[src/hw/rtl/idiv_pkg.sv]
// Shared types and constants for the 64-bit signed/unsigned integer divider.
// Holds the controller state encoding and the controller-to-datapath command bundle.
// No dependencies.
package idiv_pkg;

	// Width of every operand and result port.
	localparam int FIELD_W = 64;

	// Default arithmetic width of the divider.
	localparam int DEF_DATA_WIDTH = 64;

	typedef enum logic [1:0] {
		ST_IDLE,
		ST_RUN,
		ST_FINISH
	} state_t;

	// Commands from the controller to the datapath.
	typedef struct packed {
		logic load;    // capture operands and form their magnitudes
		logic step;    // resolve one quotient bit
		logic finish;  // apply sign fix-up and write the result registers
	} cmd_t;

endpackage

[src/hw/rtl/idiv_ctrl.sv]
// Controller state machine for the integer divider.
// Sequences load, iteration and finish and owns both handshakes; uses idiv_pkg.
module idiv_ctrl
	import idiv_pkg::*;
#(
	parameter int DATA_WIDTH = DEF_DATA_WIDTH
) (
	input  logic clk,
	input  logic arst_n,
	input  logic in_valid,
	output logic in_stall,
	output logic out_valid,
	input  logic out_stall,
	output cmd_t cmd
);

	localparam int CNT_W = $clog2(DATA_WIDTH);

	state_t state_q, state_d;
	logic [CNT_W-1:0] cnt_q, cnt_d;
	logic out_valid_q, out_valid_d;

	always_ff @(posedge clk or negedge arst_n) begin
		if (!arst_n) begin
			state_q     <= ST_IDLE;
			cnt_q       <= '0;
			out_valid_q <= 1'b0;
		end else begin
			state_q     <= state_d;
			cnt_q       <= cnt_d;
			out_valid_q <= out_valid_d;
		end
	end

	always_comb begin
		state_d     = state_q;
		cnt_d       = cnt_q;
		out_valid_d = out_valid_q;
		cmd         = '0;
		// A waiting result leaves once the consumer takes it.
		if (out_valid_q && !out_stall) begin
			out_valid_d = 1'b0;
		end
		unique case (state_q)
			ST_IDLE: begin
				if (in_valid) begin
					cmd.load = 1'b1;
					cnt_d    = CNT_W'(DATA_WIDTH - 1);
					state_d  = ST_RUN;
				end
			end
			ST_RUN: begin
				cmd.step = 1'b1;
				if (cnt_q == '0) begin
					state_d = ST_FINISH;
				end else begin
					cnt_d = cnt_q - 1'b1;
				end
			end
			ST_FINISH: begin
				// The result register must be free or freeing in this cycle.
				if (!out_valid_q || !out_stall) begin
					cmd.finish  = 1'b1;
					out_valid_d = 1'b1;
					state_d     = ST_IDLE;
				end
			end
			default: begin
				state_d = ST_IDLE;
			end
		endcase
	end

	assign in_stall  = (state_q != ST_IDLE);
	assign out_valid = out_valid_q;

endmodule

[src/hw/rtl/idiv_dp.sv]
// Datapath of the integer divider: magnitude capture, restoring divide step, sign fix-up.
// Driven by command bits from idiv_ctrl; uses idiv_pkg.
module idiv_dp
	import idiv_pkg::*;
#(
	parameter int DATA_WIDTH = DEF_DATA_WIDTH
) (
	input  logic               clk,
	input  cmd_t               cmd,
	input  logic [FIELD_W-1:0] dividend_bits,
	input  logic [FIELD_W-1:0] divisor_bits,
	input  logic               operation,
	output logic [FIELD_W-1:0] quotient_bits,
	output logic [FIELD_W-1:0] remainder_bits
);

	localparam int W = DATA_WIDTH;

	logic [W-1:0] num_q;   // remaining dividend bits, quotient shifts in from the bottom
	logic [W-1:0] den_q;
	logic [W-1:0] rem_q;
	logic         dvd_neg_q;
	logic         quo_neg_q;
	logic         zero_q;
	logic [FIELD_W-1:0] quo_out_q;
	logic [FIELD_W-1:0] rem_out_q;

	logic [W-1:0] a, b, mag_a, mag_b;
	logic         a_neg, b_neg;
	logic [W:0]   trial;
	logic         fits;
	logic [W-1:0] quo_fix, rem_fix;
	logic [FIELD_W-1:0] quo_ext, rem_ext;

	always_comb begin
		a     = dividend_bits[W-1:0];
		b     = divisor_bits[W-1:0];
		a_neg = operation & a[W-1];
		b_neg = operation & b[W-1];
		mag_a = a_neg ? (~a + 1'b1) : a;
		mag_b = b_neg ? (~b + 1'b1) : b;
	end

	// One restoring step: shift in the next dividend bit and try the subtraction.
	always_comb begin
		trial = {rem_q, num_q[W-1]} - {1'b0, den_q};
		fits  = ~trial[W];
	end

	always_comb begin
		quo_fix = zero_q ? '0 : (quo_neg_q ? (~num_q + 1'b1) : num_q);
		rem_fix = zero_q ? '0 : (dvd_neg_q ? (~rem_q + 1'b1) : rem_q);
		quo_ext = '0;
		rem_ext = '0;
		quo_ext[W-1:0] = quo_fix;
		rem_ext[W-1:0] = rem_fix;
	end

	always_ff @(posedge clk) begin
		if (cmd.load) begin
			num_q     <= mag_a;
			den_q     <= mag_b;
			rem_q     <= '0;
			dvd_neg_q <= a_neg;
			quo_neg_q <= a_neg ^ b_neg;
			zero_q    <= (b == '0);
		end else if (cmd.step) begin
			num_q <= {num_q[W-2:0], fits};
			rem_q <= fits ? trial[W-1:0] : {rem_q[W-2:0], num_q[W-1]};
		end
		if (cmd.finish) begin
			quo_out_q <= quo_ext;
			rem_out_q <= rem_ext;
		end
	end

	assign quotient_bits  = quo_out_q;
	assign remainder_bits = rem_out_q;

endmodule

[src/hw/rtl/int64_divider_signed_unsigned.sv]
// Top level of the signed/unsigned integer divider.
// Instantiates idiv_ctrl and idiv_dp; uses idiv_pkg.
//
//   Channel  Direction  Handshake            Payload
//   in       to block   in_valid / in_stall  dividend_bits, divisor_bits, operation
//   out      from block out_valid / out_stall quotient_bits, remainder_bits
//
// An item passes through load, iteration and finish before the next can be accepted:
// the load captures the operand magnitudes, DATA_WIDTH iterations of the shared
// restoring subtract-and-shift step resolve one quotient bit per cycle, and the
// finish writes the sign fix-up into the output register. Reset clears the controller
// and the output valid flag only; no clearing pass is needed. in_stall stays high
// while an item is in work, and a result held by out_stall keeps the next item in
// its finish cycle until the output register frees.
module int64_divider_signed_unsigned
	import idiv_pkg::*;
#(
	parameter int DATA_WIDTH = DEF_DATA_WIDTH
) (
	input  logic               clk,
	input  logic               arst_n,
	input  logic               in_valid,
	output logic               in_stall,
	input  logic [FIELD_W-1:0] dividend_bits,
	input  logic [FIELD_W-1:0] divisor_bits,
	input  logic               operation,
	output logic               out_valid,
	input  logic               out_stall,
	output logic [FIELD_W-1:0] quotient_bits,
	output logic [FIELD_W-1:0] remainder_bits
);

	// Command bundle from the controller to the datapath.
	cmd_t cmd;

	// The controller counts the iterations and owns both handshakes.
	idiv_ctrl #(
		.DATA_WIDTH(DATA_WIDTH)
	) u_ctrl (
		.clk      (clk),
		.arst_n   (arst_n),
		.in_valid (in_valid),
		.in_stall (in_stall),
		.out_valid(out_valid),
		.out_stall(out_stall),
		.cmd      (cmd)
	);

	// The datapath holds operands, partial remainder, quotient and result registers.
	// Divide by zero yields zero for both results; signed mode divides magnitudes,
	// negates the quotient on differing signs and gives the remainder the dividend's sign.
	idiv_dp #(
		.DATA_WIDTH(DATA_WIDTH)
	) u_dp (
		.clk           (clk),
		.cmd           (cmd),
		.dividend_bits (dividend_bits),
		.divisor_bits  (divisor_bits),
		.operation     (operation),
		.quotient_bits (quotient_bits),
		.remainder_bits(remainder_bits)
	);

`ifndef SYNTHESIS
	// An accepted beat keeps the unit busy in the following cycle.
	assert property (@(posedge clk) disable iff (!arst_n)
		(in_valid && !in_stall) |=> in_stall)
		else $error("divider accepted a beat but did not go busy");

	// A fresh result appears only as the unit returns to idle.
	assert property (@(posedge clk) disable iff (!arst_n)
		$rose(out_valid) |-> !in_stall)
		else $error("result presented while the unit is still busy");

	// A beat accepted from idle cannot produce a result in the very next cycle.
	assert property (@(posedge clk) disable iff (!arst_n)
		(in_valid && !in_stall) |=> !$rose(out_valid))
		else $error("result appeared too early after acceptance");
`endif

endmodule
[config.mk]
export PLATFORM = sky130hd
export DESIGN_NAME = int64_divider_signed_unsigned
export DESIGN_NICKNAME = d
export VERILOG_FILES = /design/src/hw/rtl/idiv_pkg.sv /design/src/hw/rtl/idiv_ctrl.sv /design/src/hw/rtl/idiv_dp.sv /design/src/hw/rtl/int64_divider_signed_unsigned.sv
export SDC_FILE = /design/constraint.sdc
export NUM_CORES = 1
export LEC_CHECK = 0
export BUFFER_PORTS_ARGS = -buffer_cell sky130_fd_sc_hd__buf_2
export CAP_MARGIN = 20
export CORE_ASPECT_RATIO = 1.1
export CORE_MARGIN = 2
export CORE_UTILIZATION = 55
export CTS_CLUSTER_DIAMETER = 120
export DETAILED_ROUTE_END_ITERATION = 16
export PLACE_DENSITY = 0.77
export SLEW_MARGIN = 20
export SYNTH_ARGS = -nofsm -noshare
export SYNTH_HDL_FRONTEND = slang
export SYNTH_SLANG_ARGS = --single-unit
[constraint.sdc]
create_clock -name clk -period 10.1 [get_ports clk]
set_input_delay 0.505 -clock clk [delete_from_list [all_inputs] [get_ports clk]]
set_output_delay 0.505 -clock clk [all_outputs]
set_load 0.02 [all_outputs]
==> results of run 1 <==
-- power breakdown --
group / total (µW) / switching (µW) / internal [µW]
logic: 2650 / 1580 / 1060
clock network: 1280 / 535 / 747
registers: 2370 / 462 / 1910
-- layout by cell type (no fill, tap or decap), drive strengths merged, types with 16 or more instances in the layout --
master  Yosys  layout
clkbuf    106      48
o41ai      24      24
o21ai     225     225
edfxtp    259     259
inv       114     117
dfxtp      64      64
nor4       24      24
xor2      200     200
a21o       31      31
o31ai      68      68
nor2      266     266
or4        23      23
mux2i      16      16
a21oi     181     181
nor3       47      47
nand3      23      23
nand2b     22      22
ha         70      70
buf         7     281
nand2     240     240
a31oi      18      18
nand4      22      22
or3        36      36
xnor2     108     108
-- cells in the mapped netlist (64+ instances only) --
cell type	n	area, µm²
a21oi_1	181	906
ha_1	70	876
xor2_1	200	1750
nor2_1	266	998
nand2_1	240	901
dfxtp_1	64	1280
xnor2_1	108	946
clkbuf_1	106	398
o21ai_0	225	1130
inv_1	114	428
edfxtp_1	259	7780
o31ai_1	66	495
-- worst reg2reg max path, stage by stage, from the launching register on --
cell and delay, ps:
edfxtp_1 440, ha_1 270, fa_1 400, nand2b_1 240
a21o_1 220, a211oi_1 360, o31ai_1 200, o311ai_0 360
buf_4 220, a2bb2oi_1 90, a221oi_2 270, buf_4 360
nand2_1 480, o21bai_1 320, o211ai_1 80
-- metrics by stage --
step	cells	hold slack [ps]	area, µm²	utilization	setup slack (ps)
after detailed placement	3018	370	23000	0.601	5050
after floorplan	2350	209	21300	-	2700
after global placement	3017	361	22900	0.601	5380
after CTS	3083	187	24100	0.631	5600
after global routing	3084	195	24100	0.631	5240
final	3086	215	24100	0.632	5540
-- how the worst max path moves through the flow --
stage                            startpoint  cells after the start               endpoint
final                       divisor_bits[4]                     11         u_dp.den_q[56]
after CTS                  divisor_bits[14]                     11         u_dp.den_q[54]
after global placement      divisor_bits[4]                     11         u_dp.den_q[56]
after global routing        divisor_bits[4]                     11         u_dp.den_q[62]
after detailed placement   divisor_bits[14]                     11         u_dp.den_q[54]
after floorplan           u_ctrl.state_q[0]                      2  u_dp.quotient_bits[0]
-- area by class of cell --
cell class / instances / area share
antenna: 3 / 0.000311
clock buffer: 48 / 0.0396
clock inverter: 16 / 0.00737
inverter: 115 / 0.0179
multi-input combinational: 1790 / 0.462
sequential: 332 / 0.385
tap: 500 / 0.0259
timing repair buffer: 282 / 0.0615
-- flip-flops by register name (all words and copies together), names as in the netlist --
| register | cells |
|---|---|
| u_dp.zero_q | 1 |
| u_dp.remainder_bits | 64 |
| u_dp.quotient_bits | 64 |
| u_ctrl.state_q | 2 |
| u_dp.num_q | 64 |
| u_dp.den_q | 64 |
| u_ctrl.cnt_q | 6 |
| u_dp.dvd_neg_q | 1 |
| u_dp.quo_neg_q | 1 |
| u_dp.rem_q | 64 |
| u_ctrl.out_valid | 1 |
-- cells by family (layout without fill, tap and decap cells) --
kind of cell	count (synthesis)	after routing	synth area share
other	0	3	0
XOR/XNOR	308	308	0.127
adder cells (fa/ha/maj)	71	71	0.0421
AND/OR/NAND/NOR	761	761	0.166
buffers and inverters	228	461	0.0410
flip-flops	332	332	0.436
AO/OA/AOI/OAI	634	634	0.180
multiplexers	16	16	0.00753
-- routing by layer --
layer,share of wire,vias to the layer above,global-route usage
met2,0.46,629,0.436
met4,0.029,2,0.0865
met3,0.076,87,0.0428
met5,0.00025,-,0
met1,0.43,8419,0.368
li1,-,8847,-
-- repair_timing --
item	CTS	global route
resized for setup	0	0
hold endpoints to repair	9	0
hold buffers	1	0
==> impl_metrics.tcl, run 1 <==
set metrics [dict create \
    async_reset_ff_frac 0.0271 \
    skew_ps 29.6 \
    finalCritPeriodShare 0.451 \
    cts_buffers 35 \
    drive_above_1_share 0.139 \
    ys_dominant_reg_cell "edfxtp_1" \
    reg2reg_depth 14 \
    cpLargestDelayFamily "simple AND/OR/NAND/NOR gates" \
    p_per_area_mw_per_mm2 261 \
    postCtsSetupRepairBufs 0 \
    drt_pass1_iterations 5 \
    num_vias 18000 \
    maxCapViolCount 0 \
    syn-cell-area_mm2 0.0213 \
    synth_seq_cells 332 \
    seqCellArea_mm2 0.00928 \
    hold_start "divisor_bits[0]" \
    synth_cell_type_count 76 \
    drcViolationCount 0 \
    core-area_mm2 0.0382 \
    crit_chain "buf_2, nor4_1, nand2_1, nor3_1, nor4b_1, nand2_1, nor3_1, nand3b_1, nor4_1, a31oi_1, xor2_1" \
    cts.sinks 332 \
    die_w_um 192 \
    rsz0062_at_grt "no" \
    antenna_found_initial 2 \
    wirelength_um 55200 \
    first_iter_violations 1386 \
    r2r_slack_ps 5720 \
    cts-root-buf "clkbuf_16" \
    initial_core_util 0.557 \
    layout.filler_cells 3234 \
    worstMarginPinSlew_ps 1100 \
    rr_endpoint "u_dp.rem_q[62]" \
    multi_input_area_mm2 0.0112 \
    holdPathEnd "u_dp.den_q[0]" \
    end_kind "flop" \
    relSlewSlack 0.268 \
    grt_pass1_wl_um 87100 \
    syn_inst 2350 \
    htreeDepth 2 \
    yosysSeqAreaShare 0.436 \
    gp_congestion 0.955 \
    io_buffers 262 \
    io_pins 263 \
    cp_num_buf_inv 1 \
    cp.required_ps 10360 \
    cts_tree "built" \
    yosys_warnings 0 \
    die_height_um 210 \
    power_uw 6300 \
    hpwl_um 42100 \
    reg2reg_from "u_dp.den_q[0]" \
    vias_per_cell 5.83 \
    clk_latency_ps 540 \
    syn_nets 2554 \
    syn_to_final_growth_pct 13.4 \
    rows 75 \
    path_max_fanout 7 \
    grt_max_degree 106 \
    slowest_stage "nor4b_1" \
    irDropWorstVdd_mv 0.166 \
    nets 2760 \
    fin_setup_tns_ps 0 \
    path_class "input pin to flop" \
    clkTransAtPathRegs_ps 50 \
    cp-start-kind "input pin" \
    fmax_mhz 220 \
    track_usage 0.269 \
    grt_pass1_vias 17000 \
    clockBufferDepth 3 \
    setup_viol 0 \
    cpPeakStageDelay_ps 910 \
    wire_per_inst_um 17.9 \
    status "completed" \
    drv_slew 0 \
    dieArea_mm2 0.0403 \
    syn_area_per_cell_um2 9.05 \
    finalHoldViolations 0 \
    p_leak_uw 0.00970 \
    worstPathArrival_ps 4820 \
    gr-total-overflow 0 \
    hp-class "input pin to flop" \
    hold_depth 1 \
    drtAntennaViolNets 0 \
    fin_crit_ps 4560 \
    synth-edff-count 259 \
]
Note: power is estimated with default switching activity, not from simulation.
==> run 2: changes to the inputs <==
--- a/config.mk
+++ b/config.mk
@@ -9,10 +9,10 @@
 export CAP_MARGIN = 20
 export CORE_ASPECT_RATIO = 1.1
 export CORE_MARGIN = 2
-export CORE_UTILIZATION = 55
+export CORE_UTILIZATION = 54
 export CTS_CLUSTER_DIAMETER = 120
 export DETAILED_ROUTE_END_ITERATION = 16
-export PLACE_DENSITY = 0.77
+export PLACE_DENSITY = 0.79
 export SLEW_MARGIN = 20
 export SYNTH_ARGS = -nofsm -noshare
 export SYNTH_HDL_FRONTEND = slang
==> constraint.sdc (replaced) <==
create_clock -name clk -period 4.1 [get_ports clk]
set_input_delay 0.205 -clock clk [delete_from_list [all_inputs] [get_ports clk]]
set_output_delay 0.205 -clock clk [all_outputs]
set_load 0.02 [all_outputs]
==> run 2 against run 1 <==
Die area grew 1.8%. Setup slack lost 5300 ps. Largest power group unchanged. Sequential power grew 150%. Sequential share of layout area shrank 1.1 points. First-iteration DRC count shrank 1.4%. Largest cell class unchanged. Design area grew 2.8%. Wire length grew 3.8%. Combinational power grew to 2.6 times the previous value.
==> impl_metrics.tcl, run 2 (same netlist as run 1, synthesis figures left out) <==
set metrics [dict create \
    drive_above_1_share 0.152 \
    cts_tree "built" \
    crit_top_cell "buf_4" \
    grt_pass1_vias 17300 \
    dieArea_mm2 0.0410 \
    worstMarginPinSlew_ps 947 \
    p_per_area_mw_per_mm2 640 \
    clk_latency_ps 530 \
    rows 76 \
    layout_commonest_cell "nor2_1" \
    hpwl_um 44500 \
    fin_crit_ps 3860 \
    wire_per_inst_um 18.1 \
    rsz0062_at_grt "no" \
    irDropWorstVdd_mv 0.339 \
    grt_pass1_wl_um 89700 \
    antenna_found_initial 1 \
    wirelength_um 57300 \
    skew_ps 17.1 \
    gr-total-overflow 0 \
    relSlewSlack 0.369 \
    worstPathArrival_ps 4240 \
    crit_chain "ha_1, fa_1, nand2b_1, a21o_1, a211oi_1, o31ai_1, o311ai_0, buf_4, and3_1, a221o_2, buf_4, nor2_1, a21oi_1, o21ai_0" \
    layout.filler_cells 3257 \
    track_usage 0.270 \
    syn_to_final_growth_pct 16.6 \
    drtAntennaViolNets 0 \
    first_iter_violations 1366 \
    holdWs_ps 21.8 \
    multi_input_area_mm2 0.0112 \
    power_uw 15900 \
    drcViolationCount 0 \
    finalHoldViolations 0 \
    fin_util 0.636 \
    mostFrequentLayoutCells "nor2_1, buf_2, edfxtp_1" \
    hp-class "input pin to flop" \
    cp-start-kind "flop" \
    clkTransAtPathRegs_ps 60 \
    nets 2836 \
    fin_setup_tns_ps 0 \
    die_height_um 212 \
    cpPeakStageDelay_ps 470 \
    slowest_stage "a221o_2" \
    p_leak_uw 0.0100 \
    gp_congestion 0.973 \
    maxCapViolCount 0 \
    cp.required_ps 4480 \
    drt_pass1_iterations 7 \
    cts-root-buf "clkbuf_16" \
    path_max_fanout 19 \
    finalCritPeriodShare 0.943 \
    status "completed" \
    num_vias 18400 \
    initial_core_util 0.546 \
    seqCellArea_mm2 0.00928 \
    drv_slew 0 \
    path_class "flop to flop" \
    vias_per_cell 5.80 \
    setup_viol 0 \
    die_w_um 193 \
    io_buffers 262 \
    clockBufferDepth 3 \
    htreeDepth 2 \
    end_kind "flop" \
    fmax_mhz 259 \
    core-area_mm2 0.0390 \
    cts_buffers 36 \
    grt_max_degree 108 \
    cts.sinks 332 \
    io_pins 263 \
]
-- run 2: changes by cell type in the layout (fill, tap and decap cells not counted), sizes merged --
cell and change:
buf +42, bufinv -2, clkinv +3, clkinvlp +1, dlygate4sd3 +33, inv -1
-- run 2: critical path: cells and delay by family, from the launching register on --
family          cells  cell delay [ps]
flops               1              370
simple gates        3              500
compound gates      7             1720
buf+inv             2              470
fa+ha+maj           2              630
-- run 2: path summary, 6_finish.rpt --
check | start | endpoint | slack (ps) | cells after the start
max in group asynchronous | arst_n | u_ctrl.cnt_q[2] | 3840 | 2
max reg2reg | u_dp.den_q[0] | u_dp.rem_q[8] | 240 | 14
max | u_dp.den_q[0] | u_dp.rem_q[8] | 240 | 14
min reg2reg | u_ctrl.cnt_q[0] | u_ctrl.cnt_q[0] | 510 | 1
min | divisor_bits[23] | u_dp.den_q[23] | 20 | 2
min in group asynchronous | arst_n | u_ctrl.cnt_q[1] | 80 | 2
-- run 2: area by class of cell --
cell class,instances,share of cell area
multi-input combinational,1790,0.450
sequential,332,0.374
timing repair buffer,357,0.0882
clock buffer,48,0.0394
tap,507,0.0256
inverter,115,0.0175
clock inverter,17,0.00499
antenna,3,0.000303
-- run 2: layer usage --
layer	global-route usage	part of all wire	routed length, µm	vias to the layer above
met5	0	0	0	-
met4	0.101	0.033	1910	0
met3	0.0333	0.066	3770	105
met2	0.459	0.47	27200	618
met1	0.355	0.43	24400	8647
li1	-	-	-	9001
-- run 2: timing repair --
action                                 in CTS  in global routing
setup buffers                               0                  0
hold buffers                               34                  0
endpoints found under the hold margin      43                  0
resized for setup                           0                  0
-- run 2: through the flow --
step                worst slack, ps  cells  area, µm²
floorplan                       346   2350      21300
global placement                365   3066      23300
detailed placement              239   3066      23300
CTS                             254   3165      24800
global route                   11.0   3167      24800
finish                          235   3169      24800
-- run 2: where the power goes --
group,switching (µW),internal (µW)
logic,4110,2880
clock network,1320,1750
registers,1110,4700
